`config.mk`:
```
export PLATFORM = sky130hd
export DESIGN_NAME = fnvpt_queue
export DESIGN_NICKNAME = d
export VERILOG_FILES = /design/src/hw/rtl/fnvpt_pkg.sv /design/src/hw/rtl/fnvpt_queue.sv
export SDC_FILE = /design/constraint.sdc
export NUM_CORES = 1
export LEC_CHECK = 0
export BUFFER_PORTS_ARGS = -buffer_cell sky130_fd_sc_hd__buf_2
export CAP_MARGIN = 20
export CORE_AREA = 8 8 229 231
export DETAILED_ROUTE_END_ITERATION = 16
export DIE_AREA = 0 0 237 239
export GPL_ROUTABILITY_DRIVEN = 1
export PLACE_DENSITY = 0.77
export SLEW_MARGIN = 20
export SYNTH_ARGS = -nofsm -noshare
export SYNTH_HDL_FRONTEND = slang
export SYNTH_SLANG_ARGS = --single-unit
```
`constraint.sdc`:
```
create_clock -name aclk -period 10.95 [get_ports aclk]
set_clock_uncertainty 0.2 [all_clocks]
set_input_delay 1.095 -clock aclk [delete_from_list [all_inputs] [get_ports aclk]]
set_output_delay 1.095 -clock aclk [all_outputs]
set_load 0.05 [all_outputs]
```
`src/hw/rtl/fnvpt_pkg.sv`:
```
// Types, constants and the FNV step function for the position table.
// No dependencies.
`timescale 1ns / 1ps

package fnvpt_pkg;

    localparam int TABLE_CAPACITY_DEF = 65536;
    localparam int INITIAL_SIZE_DEF   = 1024;
    localparam int PROBE_LIMIT_DEF    = 16;

    localparam logic [63:0] FNV_BASIS   = 64'hCBF29CE484222325;
    localparam logic [63:0] FNV_PRIME_LO = 64'h00000000000001B3;
    localparam int          FNV_PRIME_SHIFT = 40;

    localparam logic [31:0] EMPTY_TAG = 32'hFFFFFFFF;

    localparam logic [4:0] CAP_LOG2_RESET = 5'd16;
    localparam logic [4:0] CAP_LOG2_MIN   = 5'd4;
    localparam logic [4:0] CAP_LOG2_MAX   = 5'd20;

    localparam logic ACT_INSERT = 1'b0;
    localparam logic ACT_LOOKUP = 1'b1;

    localparam logic CFG_IDX_CAPACITY = 1'b0;

    typedef struct packed {
        logic        action;
        logic [63:0] w3;
        logic [63:0] w2;
        logic [63:0] w1;
        logic [63:0] w0;
        logic [7:0]  ply;
        logic [31:0] tag;
    } qitem_t;

    typedef struct packed {
        logic       wr;
        logic [4:0] cap_log2;
    } cfg_cmd_t;

    typedef enum logic [1:0] {
        FE_IDLE,
        FE_HASH,
        FE_PUSH
    } fe_state_t;

    typedef enum logic [2:0] {
        BK_CLEAR,
        BK_IDLE,
        BK_PROBE,
        BK_WRITE,
        BK_RESP,
        BK_COPY,
        BK_FILL
    } bk_state_t;

    // prime = 2^40 + 0x1B3, so the multiply is a shift plus a 64x9 product
    function automatic logic [63:0] fnv_step(input logic [63:0] h, input logic [63:0] w);
        logic [63:0] x;
        x = h ^ w;
        return (x << FNV_PRIME_SHIFT) + x * FNV_PRIME_LO;
    endfunction

endpackage

```
`src/hw/rtl/fnvpt_queue.sv`:
```
// Two-entry queue of hashed items between front and back end.
// Uses fnvpt_pkg.
`timescale 1ns / 1ps

module fnvpt_queue (
    input  logic              aclk,
    input  logic              aresetn,
    input  fnvpt_pkg::qitem_t wdata,
    input  logic              wvalid,
    output logic              wready,
    output fnvpt_pkg::qitem_t rdata,
    output logic              rvalid,
    input  logic              rready
);
    import fnvpt_pkg::*;

    qitem_t     slot_reg [2];
    logic       wptr_reg, rptr_reg;
    logic [1:0] cnt_reg;
    logic       push, pop;

    assign wready = (cnt_reg != 2'd2);
    assign rvalid = (cnt_reg != 2'd0);
    assign rdata  = slot_reg[rptr_reg];
    assign push   = wvalid && wready;
    assign pop    = rready && rvalid;

    always_ff @(posedge aclk) begin
        if (!aresetn) begin
            wptr_reg <= 1'b0;
            rptr_reg <= 1'b0;
            cnt_reg  <= 2'd0;
        end else begin
            if (push) wptr_reg <= !wptr_reg;
            if (pop)  rptr_reg <= !rptr_reg;
            cnt_reg <= cnt_reg + {1'b0, push} - {1'b0, pop};
        end
    end

    always_ff @(posedge aclk) begin
        if (push) begin
            slot_reg[wptr_reg] <= wdata;
        end
    end

endmodule

```
==> run summary <==
Worst Tran Pin Value: 1.22 ns
crit path max fanout: 125
routed len/inst: 23.1 um
final WL: 52500 um
Final ANT Viol Nets: 0
top cell type's share of synthesized area: 78.8%
classification of the worst setup path: reg -> out
hold buffers post-CTS: 0
PnR worst setup slack: 6.79 ns
detailed-route DRC error count: 0
sw power: 2.40 mW
initial antenna violation count: 24
CP Launch Type: register
Gates resized, CTS repair: 0
via/cell ratio: 5.00
worst slack at placement: 6.30 ns
Setup Buffers After CTS: 0
number of flops mapped to enable cells by yosys: 594
outcome: finished, final reports clean
RSZ-0062 raised after global routing: no
Yosys cell types: 25
met1 wire length: 18900 um
top_reg_cell synth: edfxtp_1
DRT iter0 DRCs: 696
Top Ports: 600
P per Cell Area: 249 mW/mm^2
grt ovf: 0
worst reg2reg setup slack: 7.12 ns
Worst-path clk slew: 0.05 ns
leakage power: 10.9 nW
HPWL Detailed: 37200 um
maximum vdd drop: 0.000196 V
Synth area leader: edfxtp_1
Critical R2R Launch: cnt_reg[0]
reg2reg end: slot_reg[1][136]
total internal power: 4.63 mW
mux cell area share after synthesis: 18.6%
Placer Congestion: 0.802
Final setup viols: 0
post-synthesis sequential area ratio: 79.2%
CTS buffer count: 58
min-delay worst type: reg -> reg
Cells after Synth: 954
clock tree buffer depth: 3
post-synthesis xor/xnor area fraction: 0.0387%
Post-synth ARST share: 0%
1st-pass router iterations: 5
Worst-Skew Late Latency: 0.58 ns
die span in y: 239 um
post-synthesis net count: 1256
DIE WIDTH: 237 um
Port Buffers: 599
Worst EP required: 9.66 ns
worst reg2reg path depth: 5
complex-gate fraction of the synthesized area: 0.193%
CTS tree: yes
Die Area: 0.0566 sq mm
hold depth: 2
largest family of logic cells by synthesized area: multiplexers
Yosys warning count: 0
most frequent cells in the layout: buf_2, edfxtp_1, mux2_4
final hold viol count: 0
headroom to the max-slew limit: 18.5%
Seq cells post-synth: 599
critical path arrival: 2.87 ns
critical path capture point type: output pin
Logic pwr share: 31.1%
Syn Area/Cell: 23.7 sq um
final layout net count: 1891
# H-tree levels: 2
GRT Overall Usage: 17.4%
layout cell share with drive strength beyond 1: 61.2%
WL met3: 4510 um
num rows: 81
simple-gate portion of the synthesized area: 0.381%
via count: 11.4k
Clk pwr share: 28.2%
pin count of the biggest net entering global routing: 141
first-pass GRT wire length: 74700 um
Flop pwr share: 40.7%
post-synthesis adder-cell area fraction: 0.0553%
Period minus WS final: 4.16 ns
top cells by area, synth: edfxtp_1, mux2_4, mux2_2
CTS Sinks: 599
Post-Route Setup TNS: 0 ns
root buf cell: clkbuf_16
Worst setup endpoint: rdata[247]
Mapped Area: 0.0226 sq mm
max reg flops: 594
vias in the first global route: 12.2k
Slew Limit Fails: 0
Area Overhead vs Synth: 24.5%
Fmax: 240 MHz
Starting Density: 46.6%
area of the core: 0.0485 sq mm
final worst-path cycle share: 38.0%
Max-Cap Viols: 0
commonest non-fill, non-tap cell in the layout: buf_2
Switching Fraction: 34.1%
DR top layer: met5
metal2 WL: 27400 um
worst min-delay path by stage:
stage | end | from | slack, ns
2_1_floorplan | register | rptr_reg | 0.27
3_3_place_gp | rptr_reg | rptr_reg | 0.28
3_5_place_dp | register | rptr_reg | 0.30
4_1_cts | rptr_reg | rptr_reg | 0.32
5_1_grt | rptr_reg | rptr_reg | 0.34
6_report | rptr_reg | rptr_reg | 0.31
stage by stage:
stage               hold WS, ns  std cells  util, %  cell area (sq um)  total power [mW]
detailed placement        0.296       2150     53.9              26200              5.10
global placement          0.284       2150     53.9              26200              5.07
finish                    0.311       2274     58.0              28200              7.03
CTS                       0.318       2257     57.9              28100              7.09
global route              0.338       2270     58.0              28200              7.25
floorplan                 0.272        954        -              22600              4.72
cell families (layout without fill, tap and decap cells):
group / after synthesis / in the layout
compound gates: 6 / 6
xor+xnor: 1 / 1
fa+ha+maj: 1 / 1
buf+inv: 35 / 717
flops: 599 / 599
mux: 297 / 297
other cells: 0 / 16
simple gates: 15 / 15
per-layer routing:
metal / up-vias / track usage, %
met2: 475 / 30.6
met5: - / 0
met1: 5649 / 18.9
li1: 5114 / -
met4: 16 / 7.66
met3: 110 / 6.17
critical path, stage by stage, from the launching register on:
cell and delay, ns:
dfxtp_4 0.72, buf_12 0.63, mux2_4 0.35, buf_2 0.27
cell type report:
type                            instances  area, sq um
Sequential cell                       599        17900
Clock buffer                           77         1600
Tap cell                              622          778
Antenna cell                           16         40.0
Inverter                                2         15.0
Clock inverter                         30          319
Multi-Input combinational cell        320         4360
Fill cell                            3589        20400
Timing Repair Buffer                  608         3110
synth_stat cells (all sizes together), types with 2 or more instances:
library cell and n:
edfxtp 594, buf 33, inv 2, and3 2
mux2 297, dfxtp 5, nor2 4, o21ai 2
power by group through the flow:
stage | Clock, mW | Sequential, mW | Combinational [mW]
5_1_grt | 2.11 | 2.88 | 2.26
2_1_floorplan | 0 | 2.94 | 1.78
6_report | 1.98 | 2.86 | 2.18
4_1_cts | 2.03 | 2.86 | 2.20
3_5_place_dp | 0 | 2.91 | 2.19
3_3_place_gp | 0 | 2.89 | 2.18
(Power assumes the default switching activity.)
