`src/hw/rtl/fnvpt_pkg.sv`:
```
// Types, constants and the FNV step function for the position table.
// No dependencies.
`timescale 1ns / 1ps

package fnvpt_pkg;

    localparam int TABLE_CAPACITY_DEF = 65536;
    localparam int INITIAL_SIZE_DEF   = 1024;
    localparam int PROBE_LIMIT_DEF    = 16;

    localparam logic [63:0] FNV_BASIS   = 64'hCBF29CE484222325;
    localparam logic [63:0] FNV_PRIME_LO = 64'h00000000000001B3;
    localparam int          FNV_PRIME_SHIFT = 40;

    localparam logic [31:0] EMPTY_TAG = 32'hFFFFFFFF;

    localparam logic [4:0] CAP_LOG2_RESET = 5'd16;
    localparam logic [4:0] CAP_LOG2_MIN   = 5'd4;
    localparam logic [4:0] CAP_LOG2_MAX   = 5'd20;

    localparam logic ACT_INSERT = 1'b0;
    localparam logic ACT_LOOKUP = 1'b1;

    localparam logic CFG_IDX_CAPACITY = 1'b0;

    typedef struct packed {
        logic        action;
        logic [63:0] w3;
        logic [63:0] w2;
        logic [63:0] w1;
        logic [63:0] w0;
        logic [7:0]  ply;
        logic [31:0] tag;
    } qitem_t;

    typedef struct packed {
        logic       wr;
        logic [4:0] cap_log2;
    } cfg_cmd_t;

    typedef enum logic [1:0] {
        FE_IDLE,
        FE_HASH,
        FE_PUSH
    } fe_state_t;

    typedef enum logic [2:0] {
        BK_CLEAR,
        BK_IDLE,
        BK_PROBE,
        BK_WRITE,
        BK_RESP,
        BK_COPY,
        BK_FILL
    } bk_state_t;

    // prime = 2^40 + 0x1B3, so the multiply is a shift plus a 64x9 product
    function automatic logic [63:0] fnv_step(input logic [63:0] h, input logic [63:0] w);
        logic [63:0] x;
        x = h ^ w;
        return (x << FNV_PRIME_SHIFT) + x * FNV_PRIME_LO;
    endfunction

endpackage

```
`src/hw/rtl/fnvpt_front.sv`:
```
// Front end: takes an item, runs the four FNV-1a rounds, folds the tag
// and pushes the classified item into the queue. Uses fnvpt_pkg.
`timescale 1ns / 1ps

module fnvpt_front (
    input  logic                aclk,
    input  logic                aresetn,
    input  logic                s_valid,
    output logic                s_ready,
    input  logic                s_action,
    input  logic [63:0]         s_position_word0,
    input  logic [63:0]         s_position_word1,
    input  logic [63:0]         s_position_word2,
    input  logic [63:0]         s_position_word3,
    input  logic [7:0]          s_ply_count,
    input  logic                blocked,
    output fnvpt_pkg::qitem_t   q_wdata,
    output logic                q_wvalid,
    input  logic                q_wready
);
    import fnvpt_pkg::*;

    fe_state_t   state_reg, state_next;
    qitem_t      item_reg;
    logic [63:0] h_reg, h_next;
    logic [1:0]  step_reg, step_next;
    logic [63:0] word_sel;
    logic        take;

    always_comb begin
        unique case (step_reg)
            2'd0: word_sel = item_reg.w0;
            2'd1: word_sel = item_reg.w1;
            2'd2: word_sel = item_reg.w2;
            default: word_sel = item_reg.w3;
        endcase
    end

    always_comb begin
        state_next = state_reg;
        h_next     = h_reg;
        step_next  = step_reg;
        s_ready    = 1'b0;
        q_wvalid   = 1'b0;
        take       = 1'b0;
        q_wdata    = item_reg;
        q_wdata.tag = (h_reg[63:32] & h_reg[31:0]) ^ {24'd0, item_reg.ply};
        unique case (state_reg)
            FE_IDLE: begin
                s_ready = !blocked;
                if (s_valid && !blocked) begin
                    take       = 1'b1;
                    h_next     = FNV_BASIS;
                    step_next  = 2'd0;
                    state_next = FE_HASH;
                end
            end
            FE_HASH: begin
                h_next    = fnv_step(h_reg, word_sel);
                step_next = step_reg + 2'd1;
                if (step_reg == 2'd3) begin
                    state_next = FE_PUSH;
                end
            end
            default: begin
                q_wvalid = 1'b1;
                if (q_wready) begin
                    state_next = FE_IDLE;
                end
            end
        endcase
    end

    always_ff @(posedge aclk) begin
        if (!aresetn) begin
            state_reg <= FE_IDLE;
        end else begin
            state_reg <= state_next;
        end
    end

    always_ff @(posedge aclk) begin
        h_reg    <= h_next;
        step_reg <= step_next;
        if (take) begin
            item_reg.action <= s_action;
            item_reg.w0     <= s_position_word0;
            item_reg.w1     <= s_position_word1;
            item_reg.w2     <= s_position_word2;
            item_reg.w3     <= s_position_word3;
            item_reg.ply    <= s_ply_count;
            item_reg.tag    <= '0;
        end
    end

endmodule

```
`config.mk`:
```
export PLATFORM = sky130hd
export DESIGN_NAME = fnvpt_front
export DESIGN_NICKNAME = d
export VERILOG_FILES = /design/src/hw/rtl/fnvpt_pkg.sv /design/src/hw/rtl/fnvpt_front.sv
export SDC_FILE = /design/constraint.sdc
export NUM_CORES = 1
export LEC_CHECK = 0
export BUFFER_PORTS_ARGS = -buffer_cell sky130_fd_sc_hd__buf_2
export CAP_MARGIN = 25
export CORE_MARGIN = 8
export CORE_UTILIZATION = 35
export CTS_CLUSTER_DIAMETER = 30
export DETAILED_ROUTE_END_ITERATION = 6
export GPL_TIMING_DRIVEN = 1
export PLACE_DENSITY_LB_ADDON = 0.15
export SLEW_MARGIN = 10
export SYNTH_ARGS = -nofsm -noshare
export SYNTH_HDL_FRONTEND = slang
export SYNTH_SLANG_ARGS = --single-unit
```
`constraint.sdc`:
```
create_clock -name aclk -period 24.4 [get_ports aclk]
set_clock_uncertainty 0.2 [all_clocks]
set_input_delay 1.22 -clock aclk [delete_from_list [all_inputs] [get_ports aclk]]
set_output_delay 1.22 -clock aclk [all_outputs]
set_load 0.01 [all_outputs]
```
==> impl_results.md, run 1 <==
* Status: finished clean
* Syn Std Cell Area at 0.0246 sq mm
* TritonCTS Buffers at 86
* Synthesized instance count at 2131
* Final ANT Viol Nets at 0
* Die Width at 281 microns
* Mean Syn Cell Area at 11.5 sq um
* Post-synth EDFFs at ~330
* Crit start category: flop
* Prevailing post-synth register cell: edfxtp_1
* Top-Level Pins at 569
* CTS clk-pin slew, worst paths at roughly 0.050 ns
* Sequential-to-total area share from yosys stat at 0.406
* CTS tree: built
* Remaining Overflow, GRT at 0
* Ranking of synthesized cells by area: edfxtp_1, fa_1, ha_1
* Critical path class: reg2reg
* Max cap viols at 0
* Clock Path Buffers at 3
* Latest clock arrival within the worst-skew pair at about 0.64 ns
* Fillers at 6660
* DRC Markers at 0
* Drt wl/cell at around 26 microns
* CP max FO at 45
* Initial core utilization at 0.352
* Async SR Flop Fraction at 0
* Yosys reg bits at between 300 and 400
* Total GRT Usage at 0.245
* Clk sinks at 333
* Setup Buffers After CTS at 0
* Die ar. at slightly below 0.08 sq mm
* Final period demand of the worst path at 8.19 ns
* Number of antenna violations at the first check in global routing at 19
* Final #Nets at 3415
* Die height at 281 microns
* Placeable core area at 0.0698 sq mm
* Via-to-Cell Ratio at 5.09
* Layout cells sized above 1 at 0.269
* Largest area contributor in the netlist: edfxtp_1
* Post-synth net total at 2813
* Detailed Route WL at between 90000 and 100000 microns
* Post-cts sizing count at 0
* Cell row count at 97
* Synth top area share at 0.404
* CP endpoint kind: flop
* Vias in the first global route at between 20000 and 25000
* H-tree depth at 3
* Netlist cell types at 69
* Global-route wire length before repair at approximately 140000 microns
* # hold bufs at CTS at 0
* Initial DRC Count at 1871
* Setup violations, final at 0
* HP Class: reg2reg
* Setup TNS at 0 ns
* Max-slew violations at 0
* Worst-margin pin slew at 1.13 ns
* Port bufs at 568
* Worst Path Arrival at 8.33 ns
* Final Hold Viols at 0
* Max transition margin at 0.244
* Final HPWL DP at 82700 microns
* Yosys synthesis warning count at 0
* RD Place Congestion at 0.945
* Flop-to-flop setup slack at 16.21 ns
* Pre-Repair DR Iteration Count at 7
* Clock Tree Root: clkbuf_16
* Unrepaired setup endpoints after global routing: no
* Final worst-path cycle share at 0.335
* Detailed-route via count at 19100
* Req. time, crit path at 24.55 ns
* Pin count of the biggest net entering global routing at ~180
* Max reg flops at 265
* Highest clock rate at 122 MHz
* Syn-to-layout area delta at 27.8%
-- worst max-delay path: stages, from the launching register on --
cell and delay, ns:
edfxtp_1 0.44, inv_1 0.12, ha_2 0.53, buf_4 0.56, a222oi_1 0.23, a21oi_1 0.40, xnor2_1 0.35, inv_1 0.16
ha_1 0.33, inv_1 0.15, fa_1 0.63, inv_1 0.07, fa_1 0.51, fa_1 0.43, ha_1 0.30, ha_1 0.32
a21oi_1 0.26, o221ai_1 0.20, a21oi_1 0.27, nand3_1 0.17, o2111ai_1 0.40, nand2_1 0.17, a21oi_1 0.24, xor2_1 0.26
nand2_1 0.08
-- routing by layer --
metal,global-route usage,share of wire
met1,0.308,0.41
met2,0.418,0.49
met3,0.0588,0.076
met4,0.0679,0.028
met5,0,0.00097
-- cell type report --
type,instances,area [sq um],area share
Clock buffer,90,2170,0.0690
Sequential cell,333,9980,0.318
Antenna cell,8,20.0,0.000637
Clock inverter,71,807,0.0257
Multi-Input combinational cell,1327,12800,0.407
Tap cell,940,1180,0.0374
Timing Repair Buffer,579,2940,0.0935
Inverter,406,1530,0.0486
-- layout by cell type (no fill, tap or decap), types with 14 or more instances in the layout --
master	synthesis	final
buf_2	7	568
inv_1	406	405
edfxtp_1	331	331
fa_1	226	226
ha_1	186	183
a21oi_1	142	141
nor2_1	124	123
xor2_1	118	118
nand2_1	98	98
clkbuf_16	0	86
xnor2_1	79	79
a222oi_1	64	64
a21o_1	50	50
and2_1	37	37
o21ai_0	31	31
clkinv_2	0	21
o21ai_1	16	16
nor3_1	15	14
nand3_1	14	14
nand4_1	14	14
-- through the flow --
stage	setup slack [ns]	hold WS (ns)	instances	util	instance area, sq um
2_1_floorplan	3.79	0.411	2131	-	24600
3_3_place_gp	16.43	0.448	3585	0.407	28400
3_5_place_dp	16.33	0.469	3585	0.407	28400
4_1_cts	16.29	0.484	3746	0.450	31400
5_1_grt	15.90	0.510	3750	0.450	31400
6_report	16.21	0.476	3754	0.450	31400
-- synth_stat cells, drive strengths merged, types with 14 or more instances --
master / number
a222oi: 64
xnor2: 79
nor3: 15
o21ai: 47
buf: 21
ha: 186
nand3: 14
fa: 226
inv: 406
nand4: 14
xor2: 118
nor2: 124
a21oi: 146
edfxtp: 331
clkbuf: 44
a21o: 50
nand2: 99
and2: 38
-- worst paths after layout --
check,from,depth (start not counted),to
setup / recovery,step_reg[1],24,h_reg[55]
hold / removal,step_reg[0],1,step_reg[0]
setup reg to reg,step_reg[1],24,h_reg[55]
hold reg to reg,step_reg[0],1,step_reg[0]
-- cells by family (layout without fill, tap and decap cells) --
| logic type | count (synthesis) | count (layout) | synth area share |
|---|---|---|---|
| buffers and inverters | 471 | 1146 | 0.0746 |
| flip-flops | 333 | 333 | 0.406 |
| AND/OR/NAND/NOR | 340 | 340 | 0.0636 |
| AO/OA/AOI/OAI | 369 | 369 | 0.103 |
| other | 0 | 8 | 0 |
| XOR/XNOR | 197 | 197 | 0.0702 |
| adder cells (fa/ha/maj) | 412 | 412 | 0.279 |
| multiplexers | 9 | 9 | 0.00371 |
Power of run 1 is left out: the tool's default activity adds up to more than one toggle a clock period on the data nets, which glitch-free logic cannot reach.
==> run 2: changes to the inputs <==
==> constraint.sdc (replaced) <==
create_clock -name aclk -period 7.06 [get_ports aclk]
set_clock_uncertainty 0.2 [all_clocks]
set_input_delay 0.353 -clock aclk [delete_from_list [all_inputs] [get_ports aclk]]
set_output_delay 0.353 -clock aclk [all_outputs]
set_load 0.01 [all_outputs]
==> run 2 against run 1 <==
  * The flow now finishes with violations (design-rule violations)
  * Wire length is 5.4% higher
  * Setup slack got worse by 16 ns
  * Cell count grew 15%
==> impl_results.md, run 2 (synthesis gave the netlist of run 1 again) <==
* Status: finished with violations
* Failing checks: design-rule violations
* Most frequent cells in the layout: buf_2, inv_1, edfxtp_1, buf_4, dlygate4sd3_1
* Worst-margin pin slew at 1.04 ns (-0.0936 ns)
* Final worst-path cycle share at 0.991 (+0.656)
* Remaining Overflow, GRT at 0 (unchanged)
* Area used by multi-input combinational logic at 0.0140 sq mm (+9.3%)
* Max cap viols at 0 (unchanged)
* Unrepaired setup endpoints after global routing: yes
* TritonCTS Buffers at 84 (-2.3%)
* Post-Place Cells at 3845 (+7.3%)
* Final core occ at 0.539 (+0.0886)
* Final cell count without fillers at 4313 (+15%)
* Initial core utilization at 0.352 (unchanged)
* RR Startpoint: step_reg[0]
* Total GRT Usage at 0.257 (+0.0118)
* Crit start category: flop
* Pre-Repair DR Iteration Count at 7 (unchanged)
* Drt wl/cell at 24.1 microns (-8.3%)
* Top-Level Pins at 569 (unchanged)
* H-tree depth at 3 (unchanged)
* RD Place Congestion at 0.937 (-0.92%)
* Critical path class: reg2reg
* Setup violations, final at 0 (unchanged)
* Max-slew violations at 0 (unchanged)
* Die ar. at 0.0790 sq mm (unchanged)
* Max reg flops at 265 (unchanged)
* Detailed Route WL at 104000 microns (+5.4%)
* CP peak stage delay at 0.50 ns (-0.13 ns)
* Hold EP: q_wdata[33]
* Syn-to-layout area delta at 52.9%
* Worst R2R End: h_reg[58]
* Die Width at 281 microns (unchanged)
* Final Hold Viols at 0 (unchanged)
* Detailed-route via count at 21300 (+11%)
* CP endpoint kind: flop
* Via-to-Cell Ratio at 4.93 (-3.0%)
* Clock Tree Root: clkbuf_16
* Max transition margin at 0.306 (+0.0624)
* Vias in the first global route at 23000 (+13%)
* Cell row count at 97 (unchanged)
* Flop-to-flop setup slack at 0.06 ns (-16.15 ns)
* DRC Markers at 10 (+10)
* Clock Path Buffers at 3 (unchanged)
* Latest clock arrival within the worst-skew pair at 0.64 ns (about the same)
* Fillers at 6061 (-9.0%)
* Final period demand of the worst path at 7.00 ns (-1.19 ns)
* Layout cells sized above 1 at 0.362 (+0.0934)
* CP max FO at 16 (-64%)
* Setup TNS at 0 ns (unchanged)
* Placeable core area at 0.0698 sq mm (unchanged)
* Final ANT Viol Nets at 0 (unchanged)
* R2R cell count at 28 (+17%)
* Critical path's slowest cell: fa_1
* Final #Nets at 3977 (+16%)
* CTS clk-pin slew, worst paths at 0.04 ns (about the same)
* HP Class: in2reg
* FF+latch area at 0.00998 sq mm (unchanged)
* Final HPWL DP at 84700 microns (+2.4%)
* Worst Path Arrival at 7.14 ns (-1.19 ns)
* Clk sinks at 333 (unchanged)
* CTS tree: built
* Port bufs at 568 (unchanged)
* Req. time, crit path at 7.20 ns (-17.35 ns)
* Commonest non-fill, non-tap cell in the layout: buf_2
* Worst hold stages at 3 (+2)
* Highest clock rate at 143 MHz (+17%)
* Die height at 281 microns (unchanged)
* Number of antenna violations at the first check in global routing at 5 (-14)
* HP Start: s_valid
* Initial DRC Count at 1857 (-0.75%)
* Global-route wire length before repair at 151000 microns (+6.8%)
* Worst hold margin at 0.0475 ns (-0.429 ns)
* Pin count of the biggest net entering global routing at 148 (-18%)
run 2: cell types whose count changed in the layout (fill, tap and decap cells not counted), sizes merged:
cell and delta:
clkinv -6, bufinv -3, buf +295, diode -1, dlygate4sd3 +268, clkbuf +11, inv +4, clkinvlp -9
run 2: how the worst max path moves through the flow:
stage / startpoint / end / slack (ns)
floorplan: blocked / q_wdata[100] / -0.37
global placement: step_reg[0] / h_reg[48] / -0.50
detailed placement: step_reg[0] / h_reg[48] / -0.44
CTS: step_reg[0] / h_reg[47] / -0.01
global route: step_reg[1] / h_reg[58] / -0.21
finish: step_reg[0] / h_reg[58] / 0.06
run 2: timing repair:
item,CTS,global route
hold endpoints to repair,267,0
cloned,0,1
hold buffers,268,0
gates resized for setup,47,188
setup buffers,13,25
setup endpoints to repair,27,37
pin swaps,24,70
run 2: routing by layer:
| layer | GRT usage | vias to the layer above | share of wire |
|---|---|---|---|
| met4 | 0.0671 | 8 | 0.029 |
| met1 | 0.323 | 10600 | 0.41 |
| met5 | 0 | - | 0.00044 |
| met3 | 0.0480 | 168 | 0.070 |
| li1 | - | 9586 | - |
| met2 | 0.450 | 953 | 0.49 |
run 2: metrics by stage:
step / area (sq um) / setup slack [ns]
floorplan: 24600 / -0.366
global placement: 30500 / -0.501
detailed placement: 30500 / -0.436
CTS: 36400 / -0.0117
global route: 37600 / -0.209
finish: 37600 / 0.0610
run 2: layout make-up:
type	count	area share
antenna	7	0.000466
clock buffer	100	0.0589
clock inverter	57	0.0175
inverter	406	0.0407
multi-input combinational	1327	0.372
sequential	333	0.265
tap	940	0.0313
timing repair buffer	1143	0.214
run 2: worst max-delay path, delay by kind of cell, from the launching register on:
family / cells / cell delay (ns)
adders and majority gates: 7 / 2.72
buffers and inverters: 9 / 0.96
AOI/OAI and AO/OA: 6 / 1.46
DFF: 1 / 0.43
and+or+nand+nor: 4 / 0.55
xor gates and xnor gates: 2 / 0.36
Power of run 2 is left out for the same reason.
==> run 3: changes to the inputs <==
--- a/config.mk
+++ b/config.mk
@@ -12,7 +12,6 @@
 export CTS_CLUSTER_DIAMETER = 30
 export DETAILED_ROUTE_END_ITERATION = 6
 export GPL_TIMING_DRIVEN = 1
-export PLACE_DENSITY_LB_ADDON = 0.15
 export SLEW_MARGIN = 10
 export SYNTH_ARGS = -nofsm -noshare
 export SYNTH_HDL_FRONTEND = slang
==> constraint.sdc (replaced) <==
create_clock -name aclk -period 7.06 [get_ports aclk]
set_clock_uncertainty 0.2 [all_clocks]
set_input_delay 1.059 -clock aclk [delete_from_list [all_inputs] [get_ports aclk]]
set_output_delay 1.059 -clock aclk [all_outputs]
set_load 0.01 [all_outputs]
==> run 3 against run 2 <==
  * The run now ends clean
  * First-iteration DRC count up 3.9%
  * Highest routed layer unchanged
  * Sequential share of layout area up 3.2 points
  * Utilization down 5.9 points
  * Global-route usage down 1.7 points
  * Final area down 11%
  * Wire length down 6.3%
  * Die area unchanged
==> impl_results.md, run 3 (synthesis gave the netlist of run 1 again) <==
* Vias in the first global route at 20900 (-9.2%)
* Final #Nets at 3605 (-9.4%)
* Dpl ws at -0.306 ns (+0.130 ns)
* Die Width at 281 microns (unchanged)
* CP endpoint kind: flop
* Syn-to-layout area delta at 36.2%
* Max reg flops at 265 (unchanged)
* Max-slew violations at 0 (unchanged)
* TritonCTS Buffers at 80 (-4.8%)
* Clock Path Buffers at 3 (unchanged)
* Post-Place Cells at 3758 (-2.3%)
* Drt wl/cell at 24.7 microns (+2.8%)
* Detailed-route via count at 19900 (-6.6%)
* Initial core utilization at 0.352 (unchanged)
* Final core occ at 0.480 (-0.0587)
* Critical path class: reg2reg
* Cell row count at 97 (unchanged)
* Crit start category: flop
* Remaining Overflow, GRT at 0 (unchanged)
* RD Place Congestion at 0.995 (+6.3%)
* Final cell count without fillers at 3933 (-8.8%)
* Clk sinks at 333 (unchanged)
* Clock Tree Root: clkbuf_16
* Final period demand of the worst path at 6.93 ns (-0.0724 ns)
* Layout cells sized above 1 at 0.358 (-0.00432)
* # hold bufs at CTS at 0 (-100%)
* Unrepaired setup endpoints after global routing: yes
* Worst-margin pin slew at 1.06 ns (+0.0147 ns)
* Max transition margin at 0.297 (-0.00978)
* Die ar. at 0.0790 sq mm (unchanged)
* Final ANT Viol Nets at 0 (unchanged)
* Top-Level Pins at 569 (unchanged)
* Initial DRC Count at 1930 (+3.9%)
* DRC Markers at 0 (-10)
* Placeable core area at 0.0698 sq mm (unchanged)
* H-tree depth at 3 (unchanged)
* Via-to-Cell Ratio at 5.05 (+2.5%)
* Req. time, crit path at 7.16 ns (-0.04 ns)
* Status: finished clean
* Pin count of the biggest net entering global routing at 171 (+16%)
* HP Class: in2reg
* Setup violations, final at 0 (unchanged)
* Global-route wire length before repair at 140000 microns (-7.4%)
* Number of antenna violations at the first check in global routing at 14 (+9)
* Worst Path Arrival at 7.03 ns (-0.11 ns)
* Max cap viols at 0 (unchanged)
* Pre-Repair DR Iteration Count at 7 (unchanged)
* CTS tree: built
* Total GRT Usage at 0.240 (-0.0168)
* Commonest non-fill, non-tap cell in the layout: buf_2
* Port bufs at 568 (unchanged)
* Flop-to-flop setup slack at 0.13 ns (+0.07 ns)
* Final worst-path cycle share at 0.981 (-0.0102)
* Final worst slack at 0.133 ns (+0.0724 ns)
* Final Hold Viols at 0 (unchanged)
* Worst hold margin at 0.402 ns (+0.354 ns)
* Most frequent cells in the layout: buf_2, inv_1, edfxtp_1, fa_1, buf_4
* CP max FO at 23 (+7)
* Final HPWL DP at 82000 microns (-3.1%)
* Latest clock arrival within the worst-skew pair at 0.63 ns (about the same)
* Detailed Route WL at 97200 microns (-6.3%)
* Highest clock rate at 144 MHz (+1.0%)
* CTS clk-pin slew, worst paths at 0.05 ns (about the same)
* Die height at 281 microns (unchanged)
==> run 3: changes by cell type in the layout (fill, tap and decap cells not counted), moves of 12 or more <==
cell	change
dlygate4sd3_1	-268
buf_4	-98
ha_1	+16
ha_4	-14
inv_2	-13
inv_1	+12
==> run 3: timing repair <==
item,4_1_cts,5_1_grt
setup buffers,5,16
pin swaps,9,80
setup endpoints to repair,25,34
gates resized for setup,22,152
endpoints found under the hold margin,0,0
cloned,0,2
==> run 3: through the flow <==
stage          instance area (sq um)  TNS [ns]
6_report                       33500         0
4_1_cts                        32600         0
2_1_floorplan                  24600   -287.78
3_3_place_gp                   29800    -0.934
5_1_grt                        33500    -0.267
3_5_place_dp                   29800     -1.85
==> run 3: routing by layer <==
| metal | vias up | GRT usage | wire length, microns |
|---|---|---|---|
| li1 | 8838 | - | - |
| met1 | 9933 | 0.307 | 39300 |
| met2 | 923 | 0.398 | 46300 |
| met3 | 171 | 0.0573 | 8380 |
| met4 | 16 | 0.0765 | 3110 |
| met5 | - | 0 | 111 |
==> run 3: cell type report <==
class                   instances  area, sq um
diodes                          8         20.0
clock buffers                  92         2050
clock inverters                52          542
fillers                      6356        36300
inverters                     406         1530
multi-input cells            1327        13600
flip-flops and latches        333         9980
well taps                     940         1180
repair buffers                775         4580
==> run 3: worst paths after layout <==
| path | depth (start not counted) | from | end |
|---|---|---|---|
| worst max register to register | 26 | step_reg[0] | h_reg[49] |
| worst min register to register | 3 | state_reg[0] | state_reg[0] |
| worst max-delay path | 26 | step_reg[0] | h_reg[49] |
| worst min-delay path | 1 | s_position_word2[20] | q_wdata[188] |
==> run 3: critical path: stages, from the launching register on <==
cell	delay [ns]
edfxtp_1	0.46
ha_4	0.23
buf_12	0.16
a222oi_1	0.67
buf_4	0.23
a21oi_2	0.07
buf_4	0.15
xor2_1	0.13
buf_4	0.17
ha_1	0.16
inv_1	0.09
buf_4	0.16
fa_1	0.50
inv_1	0.05
fa_1	0.50
fa_1	0.45
ha_1	0.22
ha_1	0.35
a21o_1	0.20
a21oi_1	0.25
o211ai_1	0.12
a21oi_1	0.13
a21boi_2	0.27
nand2_2	0.18
a21oi_2	0.23
xor2_1	0.17
nand2_1	0.11
Power of run 3 is left out for the same reason.
